[config.mk]
export PLATFORM = sky130hd
export DESIGN_NAME = bitmap_multilevel_task_queue
export DESIGN_NICKNAME = d
export VERILOG_FILES = /design/src/hdl/bmq_pkg.sv /design/src/hdl/bmq_cell.sv /design/src/hdl/bitmap_multilevel_task_queue.sv
export VERILOG_INCLUDE_DIRS = /design/src /design/src/hdl
export SDC_FILE = /design/constraint.sdc
export NUM_CORES = 1
export LEC_CHECK = 0
export BUFFER_PORTS_ARGS = -buffer_cell sky130_fd_sc_hd__buf_2
export CORE_MARGIN = 2
export CORE_UTILIZATION = 40
export DETAILED_ROUTE_END_ITERATION = 7
export PLACE_DENSITY_LB_ADDON = 0.25
export SLEW_MARGIN = 30
export SYNTH_ARGS = -nofsm -noshare
export SYNTH_HDL_FRONTEND = slang
export SYNTH_SLANG_ARGS = --single-unit
export TNS_END_PERCENT = 100
[constraint.sdc]
create_clock -name clock -period 13.71 [get_ports clock]
set_input_delay 1.371 -clock clock [delete_from_list [all_inputs] [get_ports clock]]
set_output_delay 1.371 -clock clock [all_outputs]
set_load 0.05 [all_outputs]
[src/hdl/assert_macros.svh]
// assertion macros shared by the rtl files
// no dependencies
`ifndef ASSERT_MACROS_SVH
`define ASSERT_MACROS_SVH

// same-cycle implication, disabled in reset
`define ASSERT_IMPL(lbl, clk, rst, ante, cons) \
   lbl: assert property (@(posedge clk) disable iff (rst) (ante) |-> (cons)) \
      else $error("assertion failed");

// next-cycle implication, disabled in reset
`define ASSERT_NEXT(lbl, clk, rst, ante, cons) \
   lbl: assert property (@(posedge clk) disable iff (rst) (ante) |=> (cons)) \
      else $error("assertion failed");

`endif

[src/hdl/bmq_pkg.sv]
// constants, op codes and search types for the multilevel task queue
// no dependencies
`default_nettype none
package bmq_pkg;

   localparam int NUM_LEVELS = 32;
   localparam int NUM_TASKS  = 32;
   localparam int LEVEL_W    = 5;
   localparam int TASK_W     = 5;
   localparam int ADJ_W      = 6;
   localparam int COUNT_W    = 6;
   localparam int OP_W       = 3;
   localparam int CELL_W     = 8;
   localparam int NUM_CELLS  = NUM_LEVELS / CELL_W;
   localparam int CELL_IDX_W = 2;
   localparam int SLOT_W     = 3;

   localparam logic [OP_W-1:0] OP_ADD     = 3'd0;
   localparam logic [OP_W-1:0] OP_PICK    = 3'd1;
   localparam logic [OP_W-1:0] OP_REQUEUE = 3'd2;
   localparam logic [OP_W-1:0] OP_BOOST   = 3'd3;
   localparam logic [OP_W-1:0] OP_WAKE    = 3'd4;

   typedef struct packed {
      logic               found;
      logic [LEVEL_W-1:0] level;
   } search_type;

   // lowest set bit of one cell's slice
   function automatic logic [SLOT_W-1:0] first_set(input logic [CELL_W-1:0] bits);
      logic [SLOT_W-1:0] r;
      r = '0;
      for (int i = CELL_W - 1; i >= 0; i--) begin
         if (bits[i]) r = SLOT_W'(i);
      end
      return r;
   endfunction

endpackage
`default_nettype wire

[src/hdl/bmq_cell.sv]
// one search cell: covers a slice of the level bitmap, hands result onward
// depends on bmq_pkg
`default_nettype none
module bmq_cell import bmq_pkg::*; (
   input  wire logic                  clock,
   input  wire logic                  reset,
   input  wire logic [CELL_IDX_W-1:0] cell_idx,
   input  wire logic [CELL_W-1:0]     level_bits,
   input  wire search_type            prev_search,
   output search_type                 next_search
);

   search_type search_ff, search_in;

   always_comb begin
      search_in = prev_search;
      if (!prev_search.found && (|level_bits)) begin
         search_in.found = 1'b1;
         search_in.level = {cell_idx, first_set(level_bits)};
      end
   end

   always_ff @(posedge clock) begin
      if (reset) begin
         search_ff.found <= 1'b0;
      end else begin
         search_ff.found <= search_in.found;
      end
      search_ff.level <= search_in.level;
   end

   assign next_search = search_ff;

endmodule
`default_nettype wire

[src/hdl/bitmap_multilevel_task_queue.sv]
// top level of the multilevel task queue: sequencer, queue tables, search chain
// depends on bmq_pkg, bmq_cell and assert_macros.svh
`default_nettype none
// Multilevel ready queue for 32 tasks over 32 priority levels, level 0 most
// urgent. A command is taken when start is high and busy is low; its single
// result appears on the rsp_ ports for one cycle with rsp_valid high and must
// be captured then, since the receiver cannot stall. Add, requeue, boost and
// wake go through the execute state with the table read-modify-write, then the
// result register. Pick waits in the search state while the lowest nonempty
// level is found by a chain of 4 cells, 8 levels each, that passes its search
// result one cell per cycle; then the level's head is read and the task is
// unlinked, or an empty result is made if the bitmap is empty, then the result
// register. busy is low in the cycle the result shows, so a new command may
// go in alongside it. max_adjust is written through csr_valid/csr_ready
// (always ready) and must only be written while busy is low.
module bitmap_multilevel_task_queue import bmq_pkg::*; (
   input  wire logic               clock,
   input  wire logic               reset,
   input  wire logic               start,
   output logic                    busy,
   input  wire logic [OP_W-1:0]    req_op,
   input  wire logic [TASK_W-1:0]  req_task_req,
   input  wire logic [LEVEL_W-1:0] req_static_level,
   output logic                    rsp_valid,
   output logic                    rsp_picked_valid,
   output logic [TASK_W-1:0]       rsp_picked_task,
   output logic [LEVEL_W-1:0]      rsp_picked_level,
   output logic [LEVEL_W-1:0]      rsp_task_level,
   output logic [COUNT_W-1:0]      rsp_ready_count,
   input  wire logic               csr_valid,
   output logic                    csr_ready,
   input  wire logic [4:0]         csr_max_adjust
);
`include "assert_macros.svh"

   // sequencer states
   localparam logic [2:0] ST_IDLE      = 3'd0;
   localparam logic [2:0] ST_SEARCH    = 3'd1;
   localparam logic [2:0] ST_PICK_HEAD = 3'd2;
   localparam logic [2:0] ST_PICK_POP  = 3'd3;
   localparam logic [2:0] ST_EXEC      = 3'd4;

   localparam logic [LEVEL_W-1:0] LEVEL_MAX = LEVEL_W'(NUM_LEVELS - 1);
   localparam logic signed [ADJ_W:0] SUM_MAX = (ADJ_W + 1)'(NUM_LEVELS - 1);

   logic [2:0]            state_ff, state_in;
   logic [CELL_IDX_W-1:0] cnt_ff, cnt_in;
   logic [OP_W-1:0]       op_ff, op_in;
   logic [TASK_W-1:0]     task_ff, task_in;
   logic [LEVEL_W-1:0]    sl_ff, sl_in;
   logic [LEVEL_W-1:0]    lv_ff, lv_in;
   logic [TASK_W-1:0]     head_task_ff, head_task_in;
   logic [NUM_LEVELS-1:0] bitmap_ff, bitmap_in;
   logic [COUNT_W-1:0]    count_ff, count_in;
   logic [4:0]            max_adjust_ff, max_adjust_in;

   logic                  rsp_valid_ff, rsp_valid_in;
   logic                  rsp_pv_ff, rsp_pv_in;
   logic [TASK_W-1:0]     rsp_pt_ff, rsp_pt_in;
   logic [LEVEL_W-1:0]    rsp_pl_ff, rsp_pl_in;
   logic [LEVEL_W-1:0]    rsp_tl_ff, rsp_tl_in;

   // per-level and per-task tables
   logic [TASK_W-1:0]        queue_head [NUM_LEVELS];
   logic [TASK_W-1:0]        queue_tail [NUM_LEVELS];
   logic [TASK_W-1:0]        next_link [NUM_TASKS];
   logic [LEVEL_W-1:0]       base_level [NUM_TASKS];
   logic signed [ADJ_W-1:0]  level_adjust [NUM_TASKS];
   logic [LEVEL_W-1:0]       effective_level [NUM_TASKS];
   logic [NUM_TASKS-1:0]     task_queued_ff;

   // search chain
   search_type chain_w [NUM_CELLS + 1];
   assign chain_w[0] = '0;

   for (genvar g = 0; g < NUM_CELLS; g++) begin : g_cell
      bmq_cell u_cell (
         .clock       (clock),
         .reset       (reset),
         .cell_idx    (CELL_IDX_W'(g)),
         .level_bits  (bitmap_ff[g*CELL_W +: CELL_W]),
         .prev_search (chain_w[g]),
         .next_search (chain_w[g+1])
      );
   end

   search_type found_w;
   assign found_w = chain_w[NUM_CELLS];

   // table read ports, one address each per cycle
   logic [TASK_W-1:0]       task_addr;
   logic [LEVEL_W-1:0]      tail_addr;
   logic signed [ADJ_W-1:0] cur_adj;
   logic [LEVEL_W-1:0]      cur_base, cur_eff, tail_rd;
   logic                    cur_q;

   // execute path
   logic signed [ADJ_W-1:0] mx_s, new_adj;
   logic signed [ADJ_W:0]   lv_sum;
   logic [LEVEL_W-1:0]      new_base, new_eff, sl_sat;
   logic                    is_enq_op, do_update, do_enq, enq_bit, pop_last;

   // table write controls
   logic                    we_head, we_tail, we_link, we_task, we_q, q_val;
   logic [LEVEL_W-1:0]      head_waddr;
   logic [TASK_W-1:0]       head_wdata, link_waddr, q_addr;

   assign task_addr = (state_ff == ST_PICK_POP) ? head_task_ff : task_ff;
   assign cur_adj   = level_adjust[task_addr];
   assign cur_base  = base_level[task_addr];
   assign cur_eff   = effective_level[task_addr];
   assign cur_q     = task_queued_ff[task_addr];
   assign tail_addr = (state_ff == ST_PICK_POP) ? lv_ff : new_eff;
   assign tail_rd   = queue_tail[tail_addr];

   always_comb begin
      mx_s     = signed'({1'b0, max_adjust_ff});
      sl_sat   = (sl_ff > LEVEL_MAX) ? LEVEL_MAX : sl_ff;
      new_base = cur_base;
      new_adj  = cur_adj;
      case (op_ff)
         OP_ADD: begin
            new_base = sl_sat;
            new_adj  = '0;
         end
         OP_REQUEUE: if (cur_adj < mx_s) new_adj = cur_adj + 6'sd1;
         OP_BOOST:   if (cur_adj > -mx_s) new_adj = cur_adj - 6'sd1;
         default: ;
      endcase
      lv_sum  = signed'({2'b00, new_base}) + (ADJ_W + 1)'(new_adj);
      new_eff = cur_eff;
      if (op_ff == OP_ADD) begin
         new_eff = sl_sat;
      end else if ((op_ff == OP_REQUEUE || op_ff == OP_BOOST) &&
                   lv_sum >= 0 && lv_sum <= SUM_MAX) begin
         new_eff = lv_sum[LEVEL_W-1:0];
      end
      is_enq_op = (op_ff == OP_ADD) || (op_ff == OP_REQUEUE) || (op_ff == OP_WAKE);
      do_enq    = (state_ff == ST_EXEC) && is_enq_op && !cur_q;
      do_update = do_enq || ((state_ff == ST_EXEC) && (op_ff == OP_BOOST));
      enq_bit   = bitmap_ff[new_eff];
      pop_last  = (head_task_ff == tail_rd);
   end

   // sequencer
   always_comb begin
      state_in      = state_ff;
      cnt_in        = cnt_ff;
      op_in         = op_ff;
      task_in       = task_ff;
      sl_in         = sl_ff;
      lv_in         = lv_ff;
      head_task_in  = head_task_ff;
      bitmap_in     = bitmap_ff;
      count_in      = count_ff;
      max_adjust_in = max_adjust_ff;
      rsp_valid_in  = 1'b0;
      rsp_pv_in     = 1'b0;
      rsp_pt_in     = '0;
      rsp_pl_in     = '0;
      rsp_tl_in     = '0;
      we_head       = 1'b0;
      we_tail       = 1'b0;
      we_link       = 1'b0;
      we_task       = do_update;
      we_q          = 1'b0;
      q_val         = 1'b0;
      q_addr        = task_ff;
      head_waddr    = new_eff;
      head_wdata    = task_ff;
      link_waddr    = tail_rd;

      if (csr_valid) max_adjust_in = csr_max_adjust;

      unique case (state_ff)
         ST_IDLE: begin
            if (start) begin
               op_in    = req_op;
               task_in  = req_task_req;
               sl_in    = req_static_level;
               cnt_in   = '0;
               state_in = (req_op == OP_PICK) ? ST_SEARCH : ST_EXEC;
            end
         end
         ST_SEARCH: begin
            // wait for the result to ripple through every cell
            cnt_in = cnt_ff + 1'b1;
            if (cnt_ff == CELL_IDX_W'(NUM_CELLS - 1)) state_in = ST_PICK_HEAD;
         end
         ST_PICK_HEAD: begin
            if (found_w.found) begin
               lv_in        = found_w.level;
               head_task_in = queue_head[found_w.level];
               state_in     = ST_PICK_POP;
            end else begin
               // nothing queued
               rsp_valid_in = 1'b1;
               state_in     = ST_IDLE;
            end
         end
         ST_PICK_POP: begin
            if (pop_last) begin
               bitmap_in[lv_ff] = 1'b0;
            end else begin
               we_head    = 1'b1;
               head_waddr = lv_ff;
               head_wdata = next_link[head_task_ff];
            end
            we_q   = 1'b1;
            q_addr = head_task_ff;
            if (count_ff != '0) count_in = count_ff - 1'b1;
            rsp_valid_in = 1'b1;
            rsp_pv_in    = 1'b1;
            rsp_pt_in    = head_task_ff;
            rsp_pl_in    = lv_ff;
            rsp_tl_in    = cur_eff;
            state_in     = ST_IDLE;
         end
         ST_EXEC: begin
            if (do_enq) begin
               we_head             = !enq_bit;
               we_link             = enq_bit;
               we_tail             = 1'b1;
               we_q                = 1'b1;
               q_val               = 1'b1;
               bitmap_in[new_eff]  = 1'b1;
               count_in            = count_ff + 1'b1;
            end
            rsp_valid_in = 1'b1;
            if (op_ff <= OP_WAKE) rsp_tl_in = do_update ? new_eff : cur_eff;
            state_in = ST_IDLE;
         end
         default: state_in = ST_IDLE;
      endcase
   end

   always_ff @(posedge clock) begin
      if (reset) begin
         state_ff       <= ST_IDLE;
         cnt_ff         <= '0;
         bitmap_ff      <= '0;
         count_ff       <= '0;
         max_adjust_ff  <= 5'd4;
         task_queued_ff <= '0;
         rsp_valid_ff   <= 1'b0;
         rsp_pv_ff      <= 1'b0;
      end else begin
         state_ff      <= state_in;
         cnt_ff        <= cnt_in;
         bitmap_ff     <= bitmap_in;
         count_ff      <= count_in;
         max_adjust_ff <= max_adjust_in;
         if (we_q) task_queued_ff[q_addr] <= q_val;
         rsp_valid_ff  <= rsp_valid_in;
         rsp_pv_ff     <= rsp_pv_in;
      end
      op_ff        <= op_in;
      task_ff      <= task_in;
      sl_ff        <= sl_in;
      lv_ff        <= lv_in;
      head_task_ff <= head_task_in;
      rsp_pt_ff    <= rsp_pt_in;
      rsp_pl_ff    <= rsp_pl_in;
      rsp_tl_ff    <= rsp_tl_in;
   end

   // table writes, no reset: entries are defined once a task is added
   always_ff @(posedge clock) begin
      if (we_head) queue_head[head_waddr] <= head_wdata;
      if (we_tail) queue_tail[new_eff] <= task_ff;
      if (we_link) next_link[link_waddr] <= task_ff;
      if (we_task) begin
         base_level[task_ff]      <= new_base;
         level_adjust[task_ff]    <= new_adj;
         effective_level[task_ff] <= new_eff;
      end
   end

   assign busy             = (state_ff != ST_IDLE);
   assign csr_ready        = 1'b1;
   assign rsp_valid        = rsp_valid_ff;
   assign rsp_picked_valid = rsp_pv_ff;
   assign rsp_picked_task  = rsp_pt_ff;
   assign rsp_picked_level = rsp_pl_ff;
   assign rsp_task_level   = rsp_tl_ff;
   assign rsp_ready_count  = count_ff;

   // a result only shows once the sequencer is back to idle
   `ASSERT_IMPL(a_rsp_idle, clock, reset, rsp_valid, !busy)
   // one result per command, never two in a row
   `ASSERT_NEXT(a_rsp_single, clock, reset, rsp_valid, !rsp_valid)
   // bitmap and queued count agree on emptiness
   `ASSERT_IMPL(a_count_map, clock, reset, 1'b1, ((count_ff == '0) == (bitmap_ff == '0)))
   // never more queued than tasks exist
   `ASSERT_IMPL(a_count_max, clock, reset, 1'b1, (count_ff <= COUNT_W'(NUM_TASKS)))
   // a picked flag only rides on a result strobe
   `ASSERT_IMPL(a_pick_strobe, clock, reset, rsp_picked_valid, rsp_valid)

endmodule
`default_nettype wire

======== Word-level counts from Yosys, hierarchy flattened ========
Memories as Yosys holds them, arrays and structs flattened. A register that Yosys moved wholly into a read port is not among the register bits.
Index checks and enable logic that the tools add are counted.
operators by class
  equality and inequality tests ........... 15
  $add $sub $neg .......................... 7
  bitwise gates (word level) .............. 4
  order comparisons ....................... 12
  multiplexer cells ....................... 95
  reduce and logical (&&, ||, !) cells .... 40
operators by type and width
  operator                                                                             count
  3-bit two-way mux                                                                    35
  32-bit two-way mux                                                                   2
  32-bit one-hot mux with 2 select lines                                               1
  5-bit two-way mux                                                                    12
  6-bit two-way mux                                                                    8
  32-bit AND                                                                           1
  32-bit bitwise mux                                                                   1
  32-bit inverter                                                                      1
  32-bit OR                                                                            1
  8-bit OR reduction                                                                   4
  1-bit two-way mux                                                                    21
  5-bit by 6-bit < comparator with 1-bit output, second input constant                 3
  6-bit one-hot mux with 3 select lines                                                1
  1-bit demux with 5-bit select                                                        3
  5-bit by 1-bit greater-or-equal comparator with 1-bit output, second input constant  3
  3-bit by 2-bit == test with 1-bit output, second input constant                      4
  6-bit one-hot mux with 2 select lines                                                1
  1-bit logical AND                                                                    11
  1-bit binary-select mux with 5-bit select                                            2
  5-bit one-hot mux with 2 select lines                                                1
  3-bit one-hot mux with 3 select lines                                                1
  2-bit inequality test, second input constant                                         4
  2-bit AND reduction                                                                  4
  6-bit by 6-bit adder with 7-bit output                                               1
  other kinds (31)                                                                     47
word-level totals
  word-level logic and storage cells ...... 208
  input bits .............................. 22
  bits in writable memories ............... 992
  register bits after elaboration ......... 139
  memories ................................ 6
  output and inout port bits .............. 25
memory list
  name             words  width  rd ports  clocked after memory_dff  wr ports  RTL line                            text
  level_adjust     32     6      1         0                         1         bitmap_multilevel_task_queue.sv:68  logic signed [ADJ_W-1:0] level_adjust [NUM_TASKS];
  base_level       32     5      1         0                         1         bitmap_multilevel_task_queue.sv:67  logic [LEVEL_W-1:0] base_level [NUM_TASKS];
  effective_level  32     5      1         0                         1         bitmap_multilevel_task_queue.sv:69  logic [LEVEL_W-1:0] effective_level [NUM_TASKS];
  next_link        32     5      1         0                         1         bitmap_multilevel_task_queue.sv:66  logic [TASK_W-1:0] next_link [NUM_TASKS];
  queue_head       32     5      1         1                         1         bitmap_multilevel_task_queue.sv:64  logic [TASK_W-1:0] queue_head [NUM_LEVELS];
  queue_tail       32     5      1         0                         1         bitmap_multilevel_task_queue.sv:65  logic [TASK_W-1:0] queue_tail [NUM_LEVELS];

======== Logic depth before layout (Yosys ltp) ========
An unclocked memory read counts as a cell.
  depth in word-level cells ............... 19
  gate-level depth with buffers ........... 49
  gate-level depth less buffers ........... 38

======== By module ========
Synthesis repeated with hierarchy kept, for this count alone.
second synthesis, totals
  cell total of the unflattened synthesis .. 2896
  area total of the unflattened synthesis .. 47164.0 um^2
modules (own cells, without submodules)
  module                        sequential area each (um^2)  cells an instance  times used  area an instance (um^2)
  bitmap_multilevel_task_queue  32421.1                      2784               1           45987.9
  bmq_cell                      120.1                        28                 4           294.0

======== Worst setup path after synthesis ========
Ideal clock, no wire load.
  path type ............................... register to register
  start ................................... register task_ff[1]
  end ..................................... memory queue_head[0][1] (data pin)
  buffers on the path ..................... 17
  cell stages (with the launch flop) ...... 39
  clock period less this slack ............ 11702 ps
  required time ........................... 13325 ps
  arrival ................................. 11318 ps
  setup time .............................. 385 ps
  path slack .............................. 2008 ps
  cells stage by stage .................... edfxtp_1 clkbuf_1 a21o_1 buf_6 buf_8 buf_6 buf_12 buf_6 buf_6 buf_2 buf_2 buf_2 buf_2 buf_1 clkbuf_1 buf_1 clkbuf_1 mux4_2 [3 not listed] a21o_1 a21oi_1 nor2b_1 o21a_1 nor3_1 mux2_2 o21ai_1 a41oi_4 a21oi_2 buf_6 buf_2 a22oi_1 a22o_1 nor4_4 xor2_1 nand4_1 o21ai_2 mux2i_1
on the way
  elaborated cells between the ends (all ways) .. 24
  those cells by class .................... 3 x add/sub; 4 x order compare; 1 x eq/ne; 10 x mux; 2 x reduce/logical; 4 x memory
RTL lines
  what                                                          RTL line                             text
  start: declaration                                            bitmap_multilevel_task_queue.sv:49   logic [TASK_W-1:0] task_ff, task_in;
  start signal: assignment                                      bitmap_multilevel_task_queue.sv:258  task_ff <= task_in;
  5-bit two-way mux (*)                                         bitmap_multilevel_task_queue.sv:108  assign task_addr = (state_ff == ST_PICK_POP) ? head_task_ff : task_ff;
  memory read 32 x 5 bit (*)                                    n/a
  5-bit two-way mux (*)                                         bitmap_multilevel_task_queue.sv:121  case (op_ff)
  net new_base[1]                                               bitmap_multilevel_task_queue.sv:100  logic [LEVEL_W-1:0] new_base, new_eff, sl_sat;
  6-bit by 6-bit adder with 7-bit output (*)                    bitmap_multilevel_task_queue.sv:130  lv_sum = signed'({2'b00, new_base}) + (ADJ_W + 1)'(new_adj);
  7-bit by 1-bit greater-or-equal comparator with 1-bit output  bitmap_multilevel_task_queue.sv:135  lv_sum >= 0 && lv_sum <= SUM_MAX) begin
  1-bit logical AND                                             bitmap_multilevel_task_queue.sv:134  end else if ((op_ff == OP_REQUEUE || op_ff == OP_BOOST) &&
  1-bit logical AND                                             bitmap_multilevel_task_queue.sv:135
  5-bit two-way mux (*)                                         bitmap_multilevel_task_queue.sv:134
  5-bit two-way mux (*)                                         bitmap_multilevel_task_queue.sv:132  if (op_ff == OP_ADD) begin
  5-bit two-way mux (*)                                         bitmap_multilevel_task_queue.sv:113  assign tail_addr = (state_ff == ST_PICK_POP) ? lv_ff : new_eff;
  memory read 32 x 5 bit (*)                                    n/a
  5-bit == test (*)                                             bitmap_multilevel_task_queue.sv:142  pop_last = (head_task_ff == tail_rd);
  5-bit two-way mux (*)                                         bitmap_multilevel_task_queue.sv:202  if (pop_last) begin
  5-bit two-way mux (*)                                         bitmap_multilevel_task_queue.sv:175  unique case (state_ff)
  net head_wdata[1]                                             bitmap_multilevel_task_queue.sv:106  logic [TASK_W-1:0] head_wdata, link_waddr, q_addr;
  end: declaration                                              bitmap_multilevel_task_queue.sv:64
The timed path passes the listed nets; every way through them passes the cells marked *.

======== Final worst setup path ========
  start ................................... register state_ff[0]
  end ..................................... memory queue_head[30][3], enable pin
on the way
  longest elaborated chain between the ends .. 19
  elaborated cells between the ends (all ways) .. 39
  those cells by class .................... 3 x add/sub; 4 x order compare; 3 x eq/ne; 19 x mux; 6 x reduce/logical; 4 x memory
RTL lines
  what                                                                            RTL line                                                                  text
  start: declaration                                                              bitmap_multilevel_task_queue.sv:46                                        logic [2:0] state_ff, state_in;
  start signal: assignment                                                        bitmap_multilevel_task_queue.sv:248                                       state_ff <= state_in;
  3-bit by 2-bit == test with 1-bit output (*)                                    bitmap_multilevel_task_queue.sv:108
  5-bit two-way mux (*)                                                           bitmap_multilevel_task_queue.sv:108
  memory read 32 x 6 bit (*)                                                      n/a
  6-bit by 2-bit subtractor with 6-bit output (tied with other cells)             bitmap_multilevel_task_queue.sv:127                                       OP_BOOST: if (cur_adj > -mx_s) new_adj = cur_adj - 6'sd1;
  6-bit two-way mux (on tied branches)                                            bitmap_multilevel_task_queue.sv:127, bitmap_multilevel_task_queue.sv:126
  6-bit one-hot mux with 3 select lines (*)                                       bitmap_multilevel_task_queue.sv:121
  net new_adj[1]                                                                  bitmap_multilevel_task_queue.sv:98                                        logic signed [ADJ_W-1:0] mx_s, new_adj;
  6-bit by 6-bit adder with 7-bit output (*)                                      bitmap_multilevel_task_queue.sv:130
  [4 not listed]                                                                  n/a
  5-bit two-way mux (*)                                                           bitmap_multilevel_task_queue.sv:132
  5-bit two-way mux or 1-bit binary-select mux with 5-bit select (tied branches)  bitmap_multilevel_task_queue.sv:113, bitmap_multilevel_task_queue.sv:141
  memory read 32 x 5 bit or 1-bit two-way mux (tied branches)                     n/a
  5-bit == test or 1-bit logical NOT (tied branches)                              bitmap_multilevel_task_queue.sv:142, bitmap_multilevel_task_queue.sv:221
  1-bit two-way mux (on tied branches)                                            bitmap_multilevel_task_queue.sv:202, bitmap_multilevel_task_queue.sv:220
  1-bit one-hot mux with 2 select lines                                           bitmap_multilevel_task_queue.sv:175
  1-bit two-way mux                                                               bitmap_multilevel_task_queue.sv:269                                       if (we_head) queue_head[head_waddr] <= head_wdata;
  1-bit two-way mux (implied by the code)                                         bitmap_multilevel_task_queue.sv:269
The timed path passes the listed nets; every way through them passes the cells marked *. The select of a mux whose other input is x is not followed.

==> flow_summary.yaml <==
sta:
  maxSlewViolCount: 0
  fin_skew_ns: 0.0319
  hold_ws_ns: 0.421
  final-setup-viol-count: 0
  worst_slew_pin_slew_ns: 1.03
  clock.fmax_mhz: 82.2
  final.period_utilization_pct: 88.7
  tns_ns: 0
  finalHoldViolCount: 0
  relSlewSlack_pct: 30.9
  post-route-min-period_ns: 12.16
  rsz0062_at_grt: "no"
worst_setup_path:
  max_stage_delay_ns: 0.76
  critPathMaxFanout: 59
  startpoint_type: "flip-flop"
  r2r_setup_slack_ns: 1.55
  path_class: "flip-flop to flip-flop"
  crit_start: "state_ff[0]"
  cp_slowest_cell: "o21ai_0"
  cp_common_cell: "buf_4"
  crit-reg2reg-launch: "state_ff[0]"
  cp.arrival_ns: 12.50
  rr_worst_depth: 38
  cp_data_required_time_ns: 14.05
  worst_setup_path_end_kind: "flip-flop"
cts:
  clock-root-buffer: "clkbuf_16"
  postCtsSetupBuffers: 0
  cts_resized: 0
  cts_inserted_buffers: 116
  clock_latency_ns: 0.72
  cts_tree: "built"
  hold_buffers: 0
  clkSlewWorstSetupHoldPaths_ns: 0.06
  cts_max_path_buffers: 3
  h-tree-depth: 3
  clock-sinks: 1133
die:
  pin_count: 47
  die_w_um: 346
  die_h_um: 346
  fp.coreArea_um2: 116000
  num_rows: 125
  dieArea_um2: 120000
  start_util_pct: 40.3
logic_synthesis:
  ys.flop_type: "edfxtp_1"
  synthArstFlopShare_pct: 0
  syn_inst: 2900
  syn_nets: 2947
  avgSynthCellArea_um2: 16.2
  syn-cell-area_um2: 46900
  ys_types: 88
  yosysWarningCount: 0
  seq_area_frac_synth_pct: 70.1
  synth-edff-count: 1015
  synth_seq_cells: 1133
pwr:
  powerDensity_nw_per_um2: 154
  p_clk_share_pct: 39.5
  leakage_nw: 17.5
  swShare_pct: 25.3
  power_mw: 8.19
  comb_power_share_pct: 12.7
  irDropWorstVdd_v: 0.000118
  p_sw_mw: 2.07
  p_seq_share_pct: 47.8
  intPower_mw: 6.12
cells_and_area:
  drive_above_1_share_pct: 20.7
  final_area_um2: 53200
  syn_to_final_growth_pct: 13.5
  final_common_cell: "edfxtp_1"
  final_cell_mix: "edfxtp_1 (1,015), nand2_1 (243), mux4_2 (190), mux2i_1 (149), a21oi_1 (140)"
  num-nets-final: 3045
  fin_util_pct: 45.8
detailed_routing:
  drc: 0
  vias: 27500
  wirelength_um: 129000
  wl_per_cell_um: 28.0
  drt-vias-per-instance: 5.94
  first_pass_iters: 7
  initialDrtViolationCount: 3258
  ant_nets: 0
global_routing:
  grt_pass1_vias: 27200
  grt_pass1_wl_um: 189000
  grt_max_degree: 72
  grt_overflow_total: 0
  grt_antenna_before_repair: 6
  gr-usage-all-layers_pct: 21.3
hold_path:
  min_path_type: "flip-flop to flip-flop"
  worstHoldStart: "g_cell[2].u_cell.next_search[3]"
  whs_path_depth: 1
place:
  io_buffer_count: 45
  gp_congestion: 0.897
  dpl_cell_area_um2: 49200
  dpl.hpwl_um: 82700
flow_run:
  max-cap-violations: 0
status:
  status: "finished, final reports clean"
[Yosys cell counts, types with 5 or more instances]
library cell | n | area [um2]
a211oi_1 | 5 | 37.5
a21o_1 | 11 | 82.6
a21oi_1 | 143 | 716
a221oi_1 | 21 | 184
a222oi_1 | 6 | 60.1
a22o_1 | 12 | 105
a22oi_1 | 37 | 278
a31oi_1 | 12 | 75.1
a32o_1 | 5 | 50.1
a32oi_1 | 19 | 166
and2_1 | 36 | 225
and3_1 | 26 | 163
buf_1 | 25 | 93.8
buf_2 | 39 | 195
buf_4 | 8 | 60.1
buf_6 | 10 | 113
clkbuf_1 | 77 | 289
dfxtp_1 | 118 | 2360
edfxtp_1 | 1015 | 30500
ha_1 | 23 | 288
inv_1 | 59 | 221
mux2_1 | 7 | 78.8
mux2_2 | 40 | 450
mux2i_1 | 155 | 1550
mux4_2 | 190 | 4280
nand2_1 | 244 | 916
nand2b_1 | 14 | 87.6
nand3_1 | 31 | 155
nand3b_1 | 9 | 67.6
nand4_1 | 30 | 188
nor2_1 | 162 | 608
nor2b_1 | 12 | 75.1
nor3_1 | 36 | 180
nor3b_1 | 5 | 37.5
nor4_1 | 11 | 68.8
o211ai_1 | 6 | 45.0
o21a_1 | 7 | 52.6
o21ai_0 | 71 | 355
o21ai_1 | 8 | 40.0
o22ai_1 | 20 | 125
o31ai_1 | 31 | 233
or3_1 | 5 | 31.3
xnor2_1 | 9 | 78.8
xor2_1 | 7 | 61.3
[registers in the layout (all words and copies together) (netlist names)]
| register | flops |
|---|---|
| task_queued_ff | 32 |
| rsp_picked_level | 5 |
| queue_tail | 160 |
| head_task_ff | 5 |
| rsp_picked_task | 5 |
| bitmap_ff | 32 |
| level_adjust | 192 |
| rsp_picked_valid | 1 |
| base_level | 160 |
| next_link | 160 |
| state_ff | 3 |
| op_ff | 3 |
| g_cell.u_cell.next_search | 21 |
| effective_level | 160 |
| lv_ff | 5 |
| task_ff | 5 |
| rsp_task_level | 5 |
| max_adjust_ff | 5 |
| queue_head | 160 |
| cnt_ff | 2 |
| sl_ff | 5 |
| rsp_valid | 1 |
| rsp_ready_count | 6 |
[layout make-up]
| class | count | area [um2] |
|---|---|---|
| Inverter | 61 | 229 |
| Antenna cell | 2 | 5.00 |
| Tap cell | 1524 | 1910 |
| Clock inverter | 75 | 880 |
| Sequential cell | 1133 | 32800 |
| Fill cell | 9820 | 63000 |
| Timing Repair Buffer | 141 | 1010 |
| Clock buffer | 142 | 3050 |
| Multi-Input combinational cell | 1545 | 13300 |
[power groups by stage]
| stage | Sequential [mW] | Clock (mW) | Combinational [mW] |
|---|---|---|---|
| 5_1_grt | 3.91 | 3.42 | 1.12 |
| 6_report | 3.91 | 3.23 | 1.04 |
| 3_5_place_dp | 3.98 | 0 | 1.03 |
| 2_1_floorplan | 3.99 | 0 | 0.682 |
| 3_3_place_gp | 3.98 | 0 | 1.01 |
| 4_1_cts | 3.91 | 3.29 | 1.03 |
[logic make-up after synthesis]
family                     after synthesis  share of synthesized area (%)
other                                    1                        0.00800
muxes                                  394                           13.6
and+or+nand+nor                        652                           6.65
buffers and inverters                  222                           2.16
AOI/OAI and AO/OA                      455                           6.45
xor gates and xnor gates                17                          0.334
DFF                                   1133                           70.1
adders and majority gates               26                          0.721
[path summary, 6_finish.rpt]
check / to
hold / removal: g_cell[3].u_cell.next_search[3]
setup / recovery: queue_head[30][3]
hold reg to reg: g_cell[3].u_cell.next_search[3]
setup reg to reg: queue_head[30][3]
[per-layer routing]
metal / wire (um) / global-route usage [%] / part of all wire, %
met5: 0 / 0 / 0
met4: 2930 / 6.10 / 2.3
met3: 11100 / 3.44 / 8.6
met2: 60400 / 33.6 / 47
met1: 55000 / 30.7 / 43
[stage by stage]
stage	setup slack [ns]	std cells
floorplan	2.01	2900
global placement	1.54	4399
detailed placement	1.80	4402
CTS	1.79	4619
global route	0.772	4622
finish	1.55	4623
[worst max-delay path: cells and delay by family, from the launching register on]
family / cells / cell delay (ns)
AOI/OAI and AO/OA: 17 / 4.54
xor gates and xnor gates: 1 / 0.18
adders and majority gates: 2 / 0.59
buffers and inverters: 4 / 1.41
DFF: 1 / 0.55
muxes: 3 / 1.27
and+or+nand+nor: 11 / 3.08
No activity file was read; power rests on OpenSTA's default activity.
